===== config.mk =====
export PLATFORM = sky130hd
export DESIGN_NAME = utf16_to_utf8_json_escaper_flat
export DESIGN_NICKNAME = d
export VERILOG_FILES = /design/src/design/u2j_pkg.sv /design/src/design/u2j_in_if.sv /design/src/design/u2j_out_if.sv /design/src/design/u2j_encoder.sv /design/src/design/u2j_serializer.sv /design/src/design/utf16_to_utf8_json_escaper.sv /design/src/flat_wrapper.sv
export VERILOG_INCLUDE_DIRS = /design/src /design/src/design
export SDC_FILE = /design/constraint.sdc
export NUM_CORES = 1
export LEC_CHECK = 0
export BUFFER_PORTS_ARGS = -buffer_cell sky130_fd_sc_hd__clkbuf_2
export CAP_MARGIN = 5
export CORE_UTILIZATION = 60
export CTS_CLUSTER_DIAMETER = 80
export CTS_CLUSTER_SIZE = 20
export DETAILED_ROUTE_END_ITERATION = 6
export GPL_TIMING_DRIVEN = 0
export PLACE_DENSITY_LB_ADDON = 0.1
export SLEW_MARGIN = 5
export SYNTH_ARGS = -nofsm -noshare
export SYNTH_HDL_FRONTEND = slang
export SYNTH_SLANG_ARGS = --single-unit

===== constraint.sdc =====
create_clock -name clk -period 25.4 [get_ports clk]
set_input_delay 1.27 -clock clk [delete_from_list [all_inputs] [get_ports clk]]
set_output_delay 1.27 -clock clk [all_outputs]
set_load 0.03 [all_outputs]

===== src/design/utf16_to_utf8_json_escaper_defines.svh =====
// assertion helpers shared by the escaper modules
`ifndef UTF16_TO_UTF8_JSON_ESCAPER_DEFINES_SVH
`define UTF16_TO_UTF8_JSON_ESCAPER_DEFINES_SVH

// same-cycle implication, checked outside reset
`define U2J_ASSERT_NOW(label, ante, cons) \
  label: assert property (@(posedge clk) disable iff (rst) (ante) |-> (cons)) \
    else $error("assertion failed");

// next-cycle implication, checked outside reset
`define U2J_ASSERT_NEXT(label, ante, cons) \
  label: assert property (@(posedge clk) disable iff (rst) (ante) |=> (cons)) \
    else $error("assertion failed");

`endif


===== src/design/u2j_pkg.sv =====
`default_nettype none
package u2j_pkg;

  localparam int MaxBytes = 9;
  localparam int CountW   = 4;
  localparam int CpW      = 21;

  typedef logic [7:0] byte_t;

  typedef struct packed {
    byte_t [MaxBytes-1:0] bytes;
    logic  [CountW-1:0]   count;
  } burst_t;

  localparam logic [15:0] HighFirst = 16'hD800;
  localparam logic [15:0] HighLast  = 16'hDBFF;
  localparam logic [15:0] LowFirst  = 16'hDC00;
  localparam logic [15:0] LowLast   = 16'hDFFF;

  localparam logic [CpW-1:0] SuppBase    = 21'h010000;
  localparam logic [CpW-1:0] Replacement = 21'h00FFFD;
  localparam logic [CpW-1:0] CtrlLimit   = 21'h000020;
  localparam logic [CpW-1:0] OneByteLim  = 21'h000080;
  localparam logic [CpW-1:0] TwoByteLim  = 21'h000800;
  localparam logic [CpW-1:0] BmpLim      = 21'h010000;

  localparam byte_t ChQuote     = 8'h22;
  localparam byte_t ChBackslash = 8'h5C;
  localparam byte_t ChZero      = 8'h30;
  localparam byte_t ChOne       = 8'h31;
  localparam byte_t ChB         = 8'h62;
  localparam byte_t ChF         = 8'h66;
  localparam byte_t ChN         = 8'h6E;
  localparam byte_t ChR         = 8'h72;
  localparam byte_t ChT         = 8'h74;
  localparam byte_t ChU         = 8'h75;

  localparam byte_t RepByte0 = 8'hEF;
  localparam byte_t RepByte1 = 8'hBF;
  localparam byte_t RepByte2 = 8'hBD;

  // uppercase hex digit for one nibble
  function automatic byte_t hex_digit(input logic [3:0] n);
    byte_t d;
    if (n < 4'd10) begin
      d = 8'h30 + {4'h0, n};
    end else begin
      d = 8'h37 + {4'h0, n};
    end
    return d;
  endfunction

endpackage
`default_nettype wire


===== src/design/u2j_in_if.sv =====
`default_nettype none
interface u2j_in_if;
  logic        valid;
  logic        ready;
  logic [15:0] code_unit;
  logic        last_unit;

  modport source (output valid, code_unit, last_unit, input ready);
  modport sink   (input valid, code_unit, last_unit, output ready);
endinterface
`default_nettype wire


===== src/design/u2j_out_if.sv =====
`default_nettype none
interface u2j_out_if;
  logic       valid;
  logic       ready;
  logic [7:0] out_byte;
  logic       run_end;

  modport source (output valid, out_byte, run_end, input ready);
  modport sink   (input valid, out_byte, run_end, output ready);
endinterface
`default_nettype wire


===== src/design/u2j_encoder.sv =====
`default_nettype none
`include "utf16_to_utf8_json_escaper_defines.svh"
module u2j_encoder (
  input  wire logic            clk,
  input  wire logic            rst,
  input  wire logic            accept,
  input  wire logic [15:0]     code_unit,
  input  wire logic            last_unit,
  output u2j_pkg::burst_t      burst
);

  logic [9:0] held_high;
  logic       held_valid;

  logic                     is_high;
  logic                     is_low;
  logic                     flush;
  logic                     emit_cp;
  logic [u2j_pkg::CpW-1:0]  cp;
  u2j_pkg::byte_t [5:0]     cb;
  logic [2:0]               clen;

  assign is_high = (code_unit >= u2j_pkg::HighFirst) && (code_unit <= u2j_pkg::HighLast);
  assign is_low  = (code_unit >= u2j_pkg::LowFirst) && (code_unit <= u2j_pkg::LowLast);
  // a held high surrogate that finds no low partner goes out as a replacement first
  assign flush   = held_valid && !is_low;
  assign emit_cp = !(is_high && !last_unit);

  always_comb begin
    if (held_valid && is_low) begin
      cp = u2j_pkg::SuppBase + {1'b0, held_high, code_unit[9:0]};
    end else if (is_high || is_low) begin
      cp = u2j_pkg::Replacement;
    end else begin
      cp = {5'b0, code_unit};
    end
  end

  always_comb begin
    cb   = '0;
    clen = 3'd0;
    priority if (cp == {13'b0, u2j_pkg::ChQuote}) begin
      cb[0] = u2j_pkg::ChBackslash; cb[1] = u2j_pkg::ChQuote; clen = 3'd2;
    end else if (cp == {13'b0, u2j_pkg::ChBackslash}) begin
      cb[0] = u2j_pkg::ChBackslash; cb[1] = u2j_pkg::ChBackslash; clen = 3'd2;
    end else if (cp == 21'h08) begin
      cb[0] = u2j_pkg::ChBackslash; cb[1] = u2j_pkg::ChB; clen = 3'd2;
    end else if (cp == 21'h0C) begin
      cb[0] = u2j_pkg::ChBackslash; cb[1] = u2j_pkg::ChF; clen = 3'd2;
    end else if (cp == 21'h0A) begin
      cb[0] = u2j_pkg::ChBackslash; cb[1] = u2j_pkg::ChN; clen = 3'd2;
    end else if (cp == 21'h0D) begin
      cb[0] = u2j_pkg::ChBackslash; cb[1] = u2j_pkg::ChR; clen = 3'd2;
    end else if (cp == 21'h09) begin
      cb[0] = u2j_pkg::ChBackslash; cb[1] = u2j_pkg::ChT; clen = 3'd2;
    end else if (cp < u2j_pkg::CtrlLimit) begin
      // other controls as \u00XX
      cb[0] = u2j_pkg::ChBackslash;
      cb[1] = u2j_pkg::ChU;
      cb[2] = u2j_pkg::ChZero;
      cb[3] = u2j_pkg::ChZero;
      cb[4] = cp[4] ? u2j_pkg::ChOne : u2j_pkg::ChZero;
      cb[5] = u2j_pkg::hex_digit(cp[3:0]);
      clen  = 3'd6;
    end else if (cp < u2j_pkg::OneByteLim) begin
      cb[0] = cp[7:0]; clen = 3'd1;
    end else if (cp < u2j_pkg::TwoByteLim) begin
      cb[0] = {3'b110, cp[10:6]};
      cb[1] = {2'b10, cp[5:0]};
      clen  = 3'd2;
    end else if (cp < u2j_pkg::BmpLim) begin
      cb[0] = {4'b1110, cp[15:12]};
      cb[1] = {2'b10, cp[11:6]};
      cb[2] = {2'b10, cp[5:0]};
      clen  = 3'd3;
    end else begin
      cb[0] = {5'b11110, cp[20:18]};
      cb[1] = {2'b10, cp[17:12]};
      cb[2] = {2'b10, cp[11:6]};
      cb[3] = {2'b10, cp[5:0]};
      clen  = 3'd4;
    end
  end

  always_comb begin
    burst = '0;
    if (flush) begin
      burst.bytes[0] = u2j_pkg::RepByte0;
      burst.bytes[1] = u2j_pkg::RepByte1;
      burst.bytes[2] = u2j_pkg::RepByte2;
      for (int i = 0; i < 6; i++) begin
        burst.bytes[i+3] = emit_cp ? cb[i] : 8'h00;
      end
      burst.count = 4'd3 + (emit_cp ? {1'b0, clen} : 4'd0);
    end else begin
      for (int i = 0; i < 6; i++) begin
        burst.bytes[i] = cb[i];
      end
      burst.count = emit_cp ? {1'b0, clen} : 4'd0;
    end
  end

  always_ff @(posedge clk) begin
    if (rst) begin
      held_valid <= 1'b0;
      held_high  <= '0;
    end else if (accept) begin
      if (is_high && !last_unit) begin
        held_valid <= 1'b1;
        held_high  <= code_unit[9:0];
      end else begin
        held_valid <= 1'b0;
        held_high  <= '0;
      end
    end
  end

  `U2J_ASSERT_NOW(a_silent_only_when_holding, accept && (burst.count == 4'd0), is_high && !last_unit && !held_valid)
  `U2J_ASSERT_NEXT(a_last_clears_hold, accept && last_unit, !held_valid)

endmodule
`default_nettype wire


===== src/design/u2j_serializer.sv =====
`default_nettype none
`include "utf16_to_utf8_json_escaper_defines.svh"
module u2j_serializer (
  input  wire logic            clk,
  input  wire logic            rst,
  input  wire logic            load,
  input  wire u2j_pkg::burst_t burst,
  output logic                 can_load,
  u2j_out_if.source            byte_out
);

  logic                       busy;
  u2j_pkg::burst_t            burst_q;
  logic [u2j_pkg::CountW-1:0] idx;
  logic                       take;
  logic                       at_end;

  assign at_end            = (idx == (burst_q.count - 4'd1));
  assign take              = busy && byte_out.ready;
  assign can_load          = !busy || (take && at_end);
  assign byte_out.valid    = busy;
  assign byte_out.out_byte = burst_q.bytes[idx];
  assign byte_out.run_end  = at_end;

  always_ff @(posedge clk) begin
    if (rst) begin
      busy <= 1'b0;
      idx  <= '0;
    end else if (load) begin
      busy    <= 1'b1;
      idx     <= '0;
      burst_q <= burst;
    end else if (take) begin
      if (at_end) begin
        busy <= 1'b0;
        idx  <= '0;
      end else begin
        idx <= idx + 4'd1;
      end
    end
  end

  `U2J_ASSERT_NOW(a_index_in_burst, busy, (idx < burst_q.count) && (burst_q.count != 4'd0))
  `U2J_ASSERT_NOW(a_load_only_when_free, load, can_load && (burst.count != 4'd0))
  `U2J_ASSERT_NEXT(a_step_advances, take && !at_end && !load, busy && (idx == $past(idx) + 4'd1))

endmodule
`default_nettype wire


===== src/design/utf16_to_utf8_json_escaper.sv =====
// channel   dir  payload                         handshake
// unit_in   in   code_unit[15:0], last_unit      valid/ready
// byte_out  out  out_byte[7:0], run_end          valid/ready
//
// a unit is encoded in the cycle it is accepted; its bytes leave one per cycle
// from the burst register while byte_out is ready, up to 9 bytes per unit
// a held high surrogate yields no bytes
// the next unit is taken in the cycle the last byte of the burst is taken
// rst is synchronous and clears the held surrogate and the serializer busy flag and index
// a stall on byte_out holds the current byte and blocks unit_in
`default_nettype none
module utf16_to_utf8_json_escaper (
  input  wire logic clk,
  input  wire logic rst,
  u2j_in_if.sink    unit_in,
  u2j_out_if.source byte_out
);

  u2j_pkg::burst_t burst;
  logic            can_load;
  logic            accept;
  logic            load;

  assign unit_in.ready = can_load;
  assign accept        = unit_in.valid && can_load;
  assign load          = accept && (burst.count != 4'd0);

  u2j_encoder u_encoder (
    .clk       (clk),
    .rst       (rst),
    .accept    (accept),
    .code_unit (unit_in.code_unit),
    .last_unit (unit_in.last_unit),
    .burst     (burst)
  );

  u2j_serializer u_serializer (
    .clk      (clk),
    .rst      (rst),
    .load     (load),
    .burst    (burst),
    .can_load (can_load),
    .byte_out (byte_out)
  );

endmodule
`default_nettype wire

===== src/flat_wrapper.sv =====
// flat-port wrapper written by rule: the top's interface ports become plain ports
module utf16_to_utf8_json_escaper_flat 
  (clk, rst, unit_in_valid, unit_in_code_unit, unit_in_last_unit, unit_in_ready, byte_out_valid, byte_out_out_byte, byte_out_run_end, byte_out_ready);
  u2j_in_if unit_in_i ();
  u2j_out_if byte_out_i ();
  input  wire logic clk;
  input  wire logic rst;
  input wire logic [$bits(unit_in_i.valid)-1:0] unit_in_valid;
  input wire logic [$bits(unit_in_i.code_unit)-1:0] unit_in_code_unit;
  input wire logic [$bits(unit_in_i.last_unit)-1:0] unit_in_last_unit;
  output wire logic [$bits(unit_in_i.ready)-1:0] unit_in_ready;
  output wire logic [$bits(byte_out_i.valid)-1:0] byte_out_valid;
  output wire logic [$bits(byte_out_i.out_byte)-1:0] byte_out_out_byte;
  output wire logic [$bits(byte_out_i.run_end)-1:0] byte_out_run_end;
  input wire logic [$bits(byte_out_i.ready)-1:0] byte_out_ready;
  assign unit_in_i.valid = unit_in_valid;
  assign unit_in_i.code_unit = unit_in_code_unit;
  assign unit_in_i.last_unit = unit_in_last_unit;
  assign unit_in_ready = unit_in_i.ready;
  assign byte_out_valid = byte_out_i.valid;
  assign byte_out_out_byte = byte_out_i.out_byte;
  assign byte_out_run_end = byte_out_i.run_end;
  assign byte_out_i.ready = byte_out_ready;
  utf16_to_utf8_json_escaper u_core (.clk(clk), .rst(rst), .unit_in(unit_in_i), .byte_out(byte_out_i));
endmodule

* Yosys cells after proc, flatten, opt, wreduce, memory -nomap -nowiden
Cells that the tools add are included.
Widths: inputs -> output; s select.
** Word-level totals
- Register bits :: 92
- Word-level logic and storage cells :: 111
- Latch bits :: 0
- Memories kept :: 0
- Bits in read-only memories :: 0
- Bits in writable memories :: 0
- Output and inout bits :: 11
- Input port bits :: 21
** Cells by class
- Multiply operators :: 0
- Shifts and indexed selects :: 0
- Add/subtract/negate cells :: 6
- Magnitude comparators :: 10
- Bitwise logic cells :: 2
- Eq/ne operators :: 8
- Multiplexer cells :: 50
- Reductions and logical operators :: 21
- Divide/modulo/power cells :: 0
** Operators with widths (number)
- $mux 32 :: 8
- $mux 16 :: 11
- $eq 21x4->1 const B :: 5
- $mux 52 :: 1
- $mux 8 :: 6
- $mux 3 :: 12
- $bmux 8 s4 :: 1
- $ge 16x16->1 const B :: 2
- $le 16x16->1 const B :: 2
- $mux 24 :: 1
- $mux 22 :: 1
- $add 17x20->21 const A :: 1
- $eq 21x6->1 const B :: 1
- $eq 21x7->1 const B :: 1
- $lt 21x12->1 const B :: 1
- $lt 21x17->1 const B :: 1
- $lt 21x6->1 const B :: 1
- $lt 21x8->1 const B :: 1
- $mux 21 :: 1
- $add 6x4->7 const A :: 2
- $mux 10 :: 1
- $logic_and 1x1->1 :: 9
- $mux 7 :: 1
- $lt 4x5->1 const B :: 1
- 14 further kinds :: 25

* Logic depth before layout (Yosys ltp)
- Depth after elaboration :: 24
- Depth in mapped cells :: 16
- Mapped depth without buffers :: 15

* Cells and area by module
Synthesis repeated with hierarchy kept, for this count alone.
** Unflattened totals
- Cells, all modules :: 562
- Area, all modules :: 5835.6 um2
** By module, submodules not included
- u2j_serializer :: seq. area each 2382.3 um2, instances 1, area each 3265.6 um2, cells an instance 179
- u2j_encoder :: seq. area each 220.2 um2, instances 1, area each 2552.4 um2, cells an instance 381
- utf16_to_utf8_json_escaper :: seq. area each 0.0 um2, instances 1, area each 17.5 um2, cells an instance 2

* Worst setup path after synthesis
No wires, ideal clock.
- Kind :: input -> register
- Start :: input port unit_in_code_unit[13]
- End :: register u_core.u_serializer.burst_q[0] (netlist name) (enable)
- Data required time :: 24.826 ns
- Library setup time :: 0.574 ns
- Arrival time :: 8.666 ns
- Path buffers :: 2
- Slack :: 16.160 ns
- Stages on the path :: 16
- Path through :: clkbuf_1 a21oi_1 and2_1 clkbuf_1 nor2_1 ha_1 nor3b_1 and3_1 a21oi_1 nor3_2 or3_1 ha_1 nand3_1 nor4_1 a31o_2 nor3_1
** Between the ends
- Longest elaborated chain between the ends :: 23
- Elaborated cells between the ends (all ways) :: 41
- Classes of those cells :: add/sub (1); order compare (8); eq/ne (7); mux (15); reduce/logical (10)
** Ends and longest elaborated chain
- start: declaration :: RTL line flat_wrapper.sv:9 : input wire logic [$bits(unit_in_i.code_unit)-1:0] unit_in_code_unit;
- $ge 16x16->1, or another cell as far along :: RTL line u2j_encoder.sv:23 : assign is_high = (code_unit >= u2j_pkg::HighFirst) && (code_unit <= u2j_pkg::HighLast);
- $logic_and 1x1->1, on equally long branches :: RTL line u2j_encoder.sv:23, u2j_encoder.sv:24
- $logic_or 1x1->1 :: RTL line u2j_encoder.sv:32 : end else if (is_high || is_low) begin
- $mux 16 :: RTL line u2j_encoder.sv:32
- $mux 21 :: RTL line u2j_encoder.sv:30 : if (held_valid && is_low) begin
- $lt 21x17->1 :: RTL line u2j_encoder.sv:71 : end else if (cp < u2j_pkg::BmpLim) begin
- $mux 3 :: RTL line u2j_encoder.sv:71
- $mux 3 :: RTL line u2j_encoder.sv:67 : end else if (cp < u2j_pkg::TwoByteLim) begin
- [... 7 more ...]
- $mux 3 :: RTL line u2j_encoder.sv:44 : end else if (cp == {13'b0, u2j_pkg::ChBackslash}) begin
- $mux 3 :: RTL line u2j_encoder.sv:42 : priority if (cp == {13'b0, u2j_pkg::ChQuote}) begin
- $mux 3 :: RTL line u2j_encoder.sv:94, u2j_encoder.sv:99
- $add 2x4->4 :: RTL line u2j_encoder.sv:94 : burst.count = 4'd3 + (emit_cp ? {1'b0, clen} : 4'd0);
- $mux 52 (*) :: RTL line u2j_encoder.sv:87 : if (flush) begin
- $reduce_bool 4->1 (*) :: RTL line utf16_to_utf8_json_escaper.sv:26 : assign load = accept && (burst.count != 4'd0);
- $logic_and 1x1->1 (*) :: RTL line utf16_to_utf8_json_escaper.sv:26
- $reduce_and 2->1 (no source line) (*)
- end signal: assignment :: RTL line u2j_serializer.sv:32 : burst_q <= burst;
- end: declaration :: RTL line u2j_serializer.sv:13 : u2j_pkg::burst_t burst_q;
Mark *: on every way between the ends. The rest lies on a longest branch, timed or not.
A chain may end at the register's enable or synchronous reset.

* Worst setup path after layout
- Start :: input port unit_in_code_unit[13]
- End :: register u_core.u_serializer.burst_q[33] (netlist name) (enable)
The elaborated chain is that of the path after synthesis.

==> results.md <==
- Status: complete, no violations
- Max Slew Vio Count: 0
- Row Count: 32
- IO Count: 32
- Ys Warns: 0
- Post-synth top area cell: edfxtp_1
- Antenna violations before repair: 0
- Ant diodes: 0
- Wire length per cell: 21.5 um
- Async S/R FF share, synth: 0%
- Slew headroom: 37.3%
- FF+latch count, synth: 83
- Root buffer cell: clkbuf_8
- Total GRT Usage: 35.4%
- First-pass GRT wire length: 22.6 mm
- Worst-case clock buffer depth: 2
- DR iter-0 viols: 513
- Post-CTS Setup Bufs: 0
- Die area: 0.00861 mm2
- WHS Path Cells: 2
- Die Height: 92.8 um
- Area contributors post-synth: edfxtp_1, dfxtp_1, nand2_1, mux4_2, a21oi_1
- Worst path max stage delay: 0.56 ns
- Clk slew on worst S/H paths: 0.09 ns
- Max Cap Viol: 0
- Worst EP required: 25.48 ns
- Syn_area_per_cell: 9.76 um2
- Ys flop type: edfxtp_1
- Initial Util: 63.0%
- Drt drc: 0
- Core box area: 0.00785 mm2
- Vias per cell: 6.70
- Final min period: 6.23 ns
- Largest net degree at the start of global routing: 17
- VDD IR max: 31.0 uV
- RSZ-0062 raised after global routing: false
- CTS tree: done
- EDFF count, synth: 67
- CP Launch Type: primary input
- Critical Path AT: 6.30 ns
- Post-route clock period utilization: 24.5%
- Crit end category: flop
- Drt first pass iters: 5
- Setup slack, reg-to-reg: 20.01 ns
- Seq/Total Area, Yosys: 47.1%
- Post-Syn Area: 0.00495 mm2
- Non-filler cells, final: 661
- HPWL after detailed placement: 10.5 mm
- FMAX: 161 MHz
- Slowest CP cell: nor3_2
- Skew-Pair Late Insertion Delay: 0.37 ns
- Setup CP Type: primary input to flop
- Leak: 1.94 nW
- GR Overflow Total: 0
- Final Hold Fails: 0
- RePlAce Congestion: 1.00
- Die width: 92.8 um
- Skew final: 0.0173 ns
- Number of clock sinks: 83
- Hold Buf Count CTS: 0
- H-tree level count: 3
- Pwr Density: 51.4 mW/mm2
- CTS buffer count: 9
- Crit Path Max Fanout: 14
- WL final: 14.2 mm
- Cell breakdown of the critical path: clkbuf_2, clkbuf_1, a21oi_1, and2_1, clkbuf_1, nor2_1, ha_1, nor3b_1, and3_1, a21oi_1, nor3_2, or3_1, ha_1, nand3_1, nor4_1, a31o_2, nor3_2, buf_6, buf_6, buf_4
- Hold Crit Class: flop to flop
- Placed Cells: 645
- Worst-Margin Slew: 0.938 ns
- Synth top cells by count: edfxtp_1, nand2_1, nor2_1
- Post-DRT Antenna Nets: 0
- Synth top area share: 40.7%
- Final TNS setup: 0 ns
- Count leader, synth: edfxtp_1
- Final nets: 583
- Setup violations, final: 0
- Port Buffers: 27
- Number of global-route vias before repair: 4182
- Synth Instances: 507
- R2R cell count: 18
- Post-CTS sizing: 0
- Area Overhead vs Synth: 10.7%
- Fraction of layout cells with a size suffix above 1: 15.4%
- Vias: 4431
- Distinct cells, synth: 66
-- per-stage QoR --
stage	power, W	instance area (um2)	hold slack [ns]	setup slack (ns)	utilization [%]
2_1_floorplan	0.000178	4960	0.427	16.16	-
3_3_place_gp	0.000188	5230	0.436	14.03	66.6
3_5_place_dp	0.000190	5290	0.446	18.88	67.4
4_1_cts	0.000279	5480	0.470	19.26	69.8
5_1_grt	0.000287	5480	0.484	18.86	69.8
6_report	0.000281	5480	0.475	19.17	69.8
-- flip-flops by register name, summed over array words and instances, names as in the netlist --
| signal | flops |
|---|---|
| u_core.u_encoder.held_high | 10 |
| u_core.u_encoder.held_valid | 1 |
| u_core.u_serializer.byte_out.valid | 1 |
| u_core.u_serializer.idx | 4 |
| u_core.u_serializer.burst_q | 67 |
-- routing by layer --
metal | up-vias | GRT usage (%) | share of wire, %
li1 | 1990 | - | -
met1 | 2104 | 47.0 | 40
met2 | 275 | 55.9 | 46
met3 | 62 | 5.91 | 9.1
met4 | 0 | 17.9 | 4.5
met5 | - | 0 | 0
-- worst paths after layout --
| check | from | endpoint |
|---|---|---|
| min reg2reg | u_core.u_encoder.held_high[3]$_SDFFE_PP0P_ | u_core.u_encoder.held_high[3]$_SDFFE_PP0P_ |
| min | u_core.u_encoder.held_high[3]$_SDFFE_PP0P_ | u_core.u_encoder.held_high[3]$_SDFFE_PP0P_ |
| max | unit_in_code_unit[13] | u_core.u_serializer.burst_q[33]$_DFFE_PP_ |
| max reg2reg | u_core.u_encoder.held_valid$_SDFFE_PP0P_ | u_core.u_serializer.burst_q[33]$_DFFE_PP_ |
-- cell type report --
cell class	instances	area (um2)
buffer	32	133
clock buffer	9	124
clock inverter	7	58.8
fill	628	2370
inverter	9	33.8
multi-input combinational	387	2470
sequential	83	2330
tap	102	128
timing repair buffer	32	191
-- cells in the final DEF, fill, tap and decap left out, drive strengths merged, types with 5 or more instances in the layout --
cell and instances:
mux4 10, a21oi 37, or2 5, nor4 6, o22ai 11, and2 10, xnor2 9, buf 17
clkbuf 56, nand3 20, o211ai 10, nand2 65, dfxtp 16, nand4 5, mux2i 11, a211oi 5
inv 13, o21ai 36, nor3 15, nor2b 7, nand2b 5, conb 5, nor2 46, edfxtp 67
o31ai 5, ha 8
-- power by group --
part / total (W) / internal [W] / switching (W)
logic: 0.0000340 / 0.0000115 / 0.0000225
registers: 0.000153 / 0.000152 / 0.00000195
clock network: 0.0000938 / 0.0000373 / 0.0000565
total: 0.000281 / 0.000200 / 0.0000809
-- cells by family (layout without fill, tap and decap cells) --
logic type,count (synthesis),after routing,synth area share (%)
AND/OR/NAND/NOR,204,204,20.9
AO/OA/AOI/OAI,138,138,17.8
flip-flops,83,83,47.1
buffers and inverters,41,89,3.36
multiplexers,21,21,6.78
XOR/XNOR,11,11,1.95
adder cells (fa/ha/maj),8,8,2.02
other,1,5,0.0758
-- critical path: cells and delay by family --
kind / cells / cell delay [ns]
AO/OA/AOI/OAI: 3 / 0.44
adder cells (fa/ha/maj): 2 / 0.52
buffers and inverters: 6 / 1.39
AND/OR/NAND/NOR: 9 / 2.66
Power figures use the tool's default switching activity.
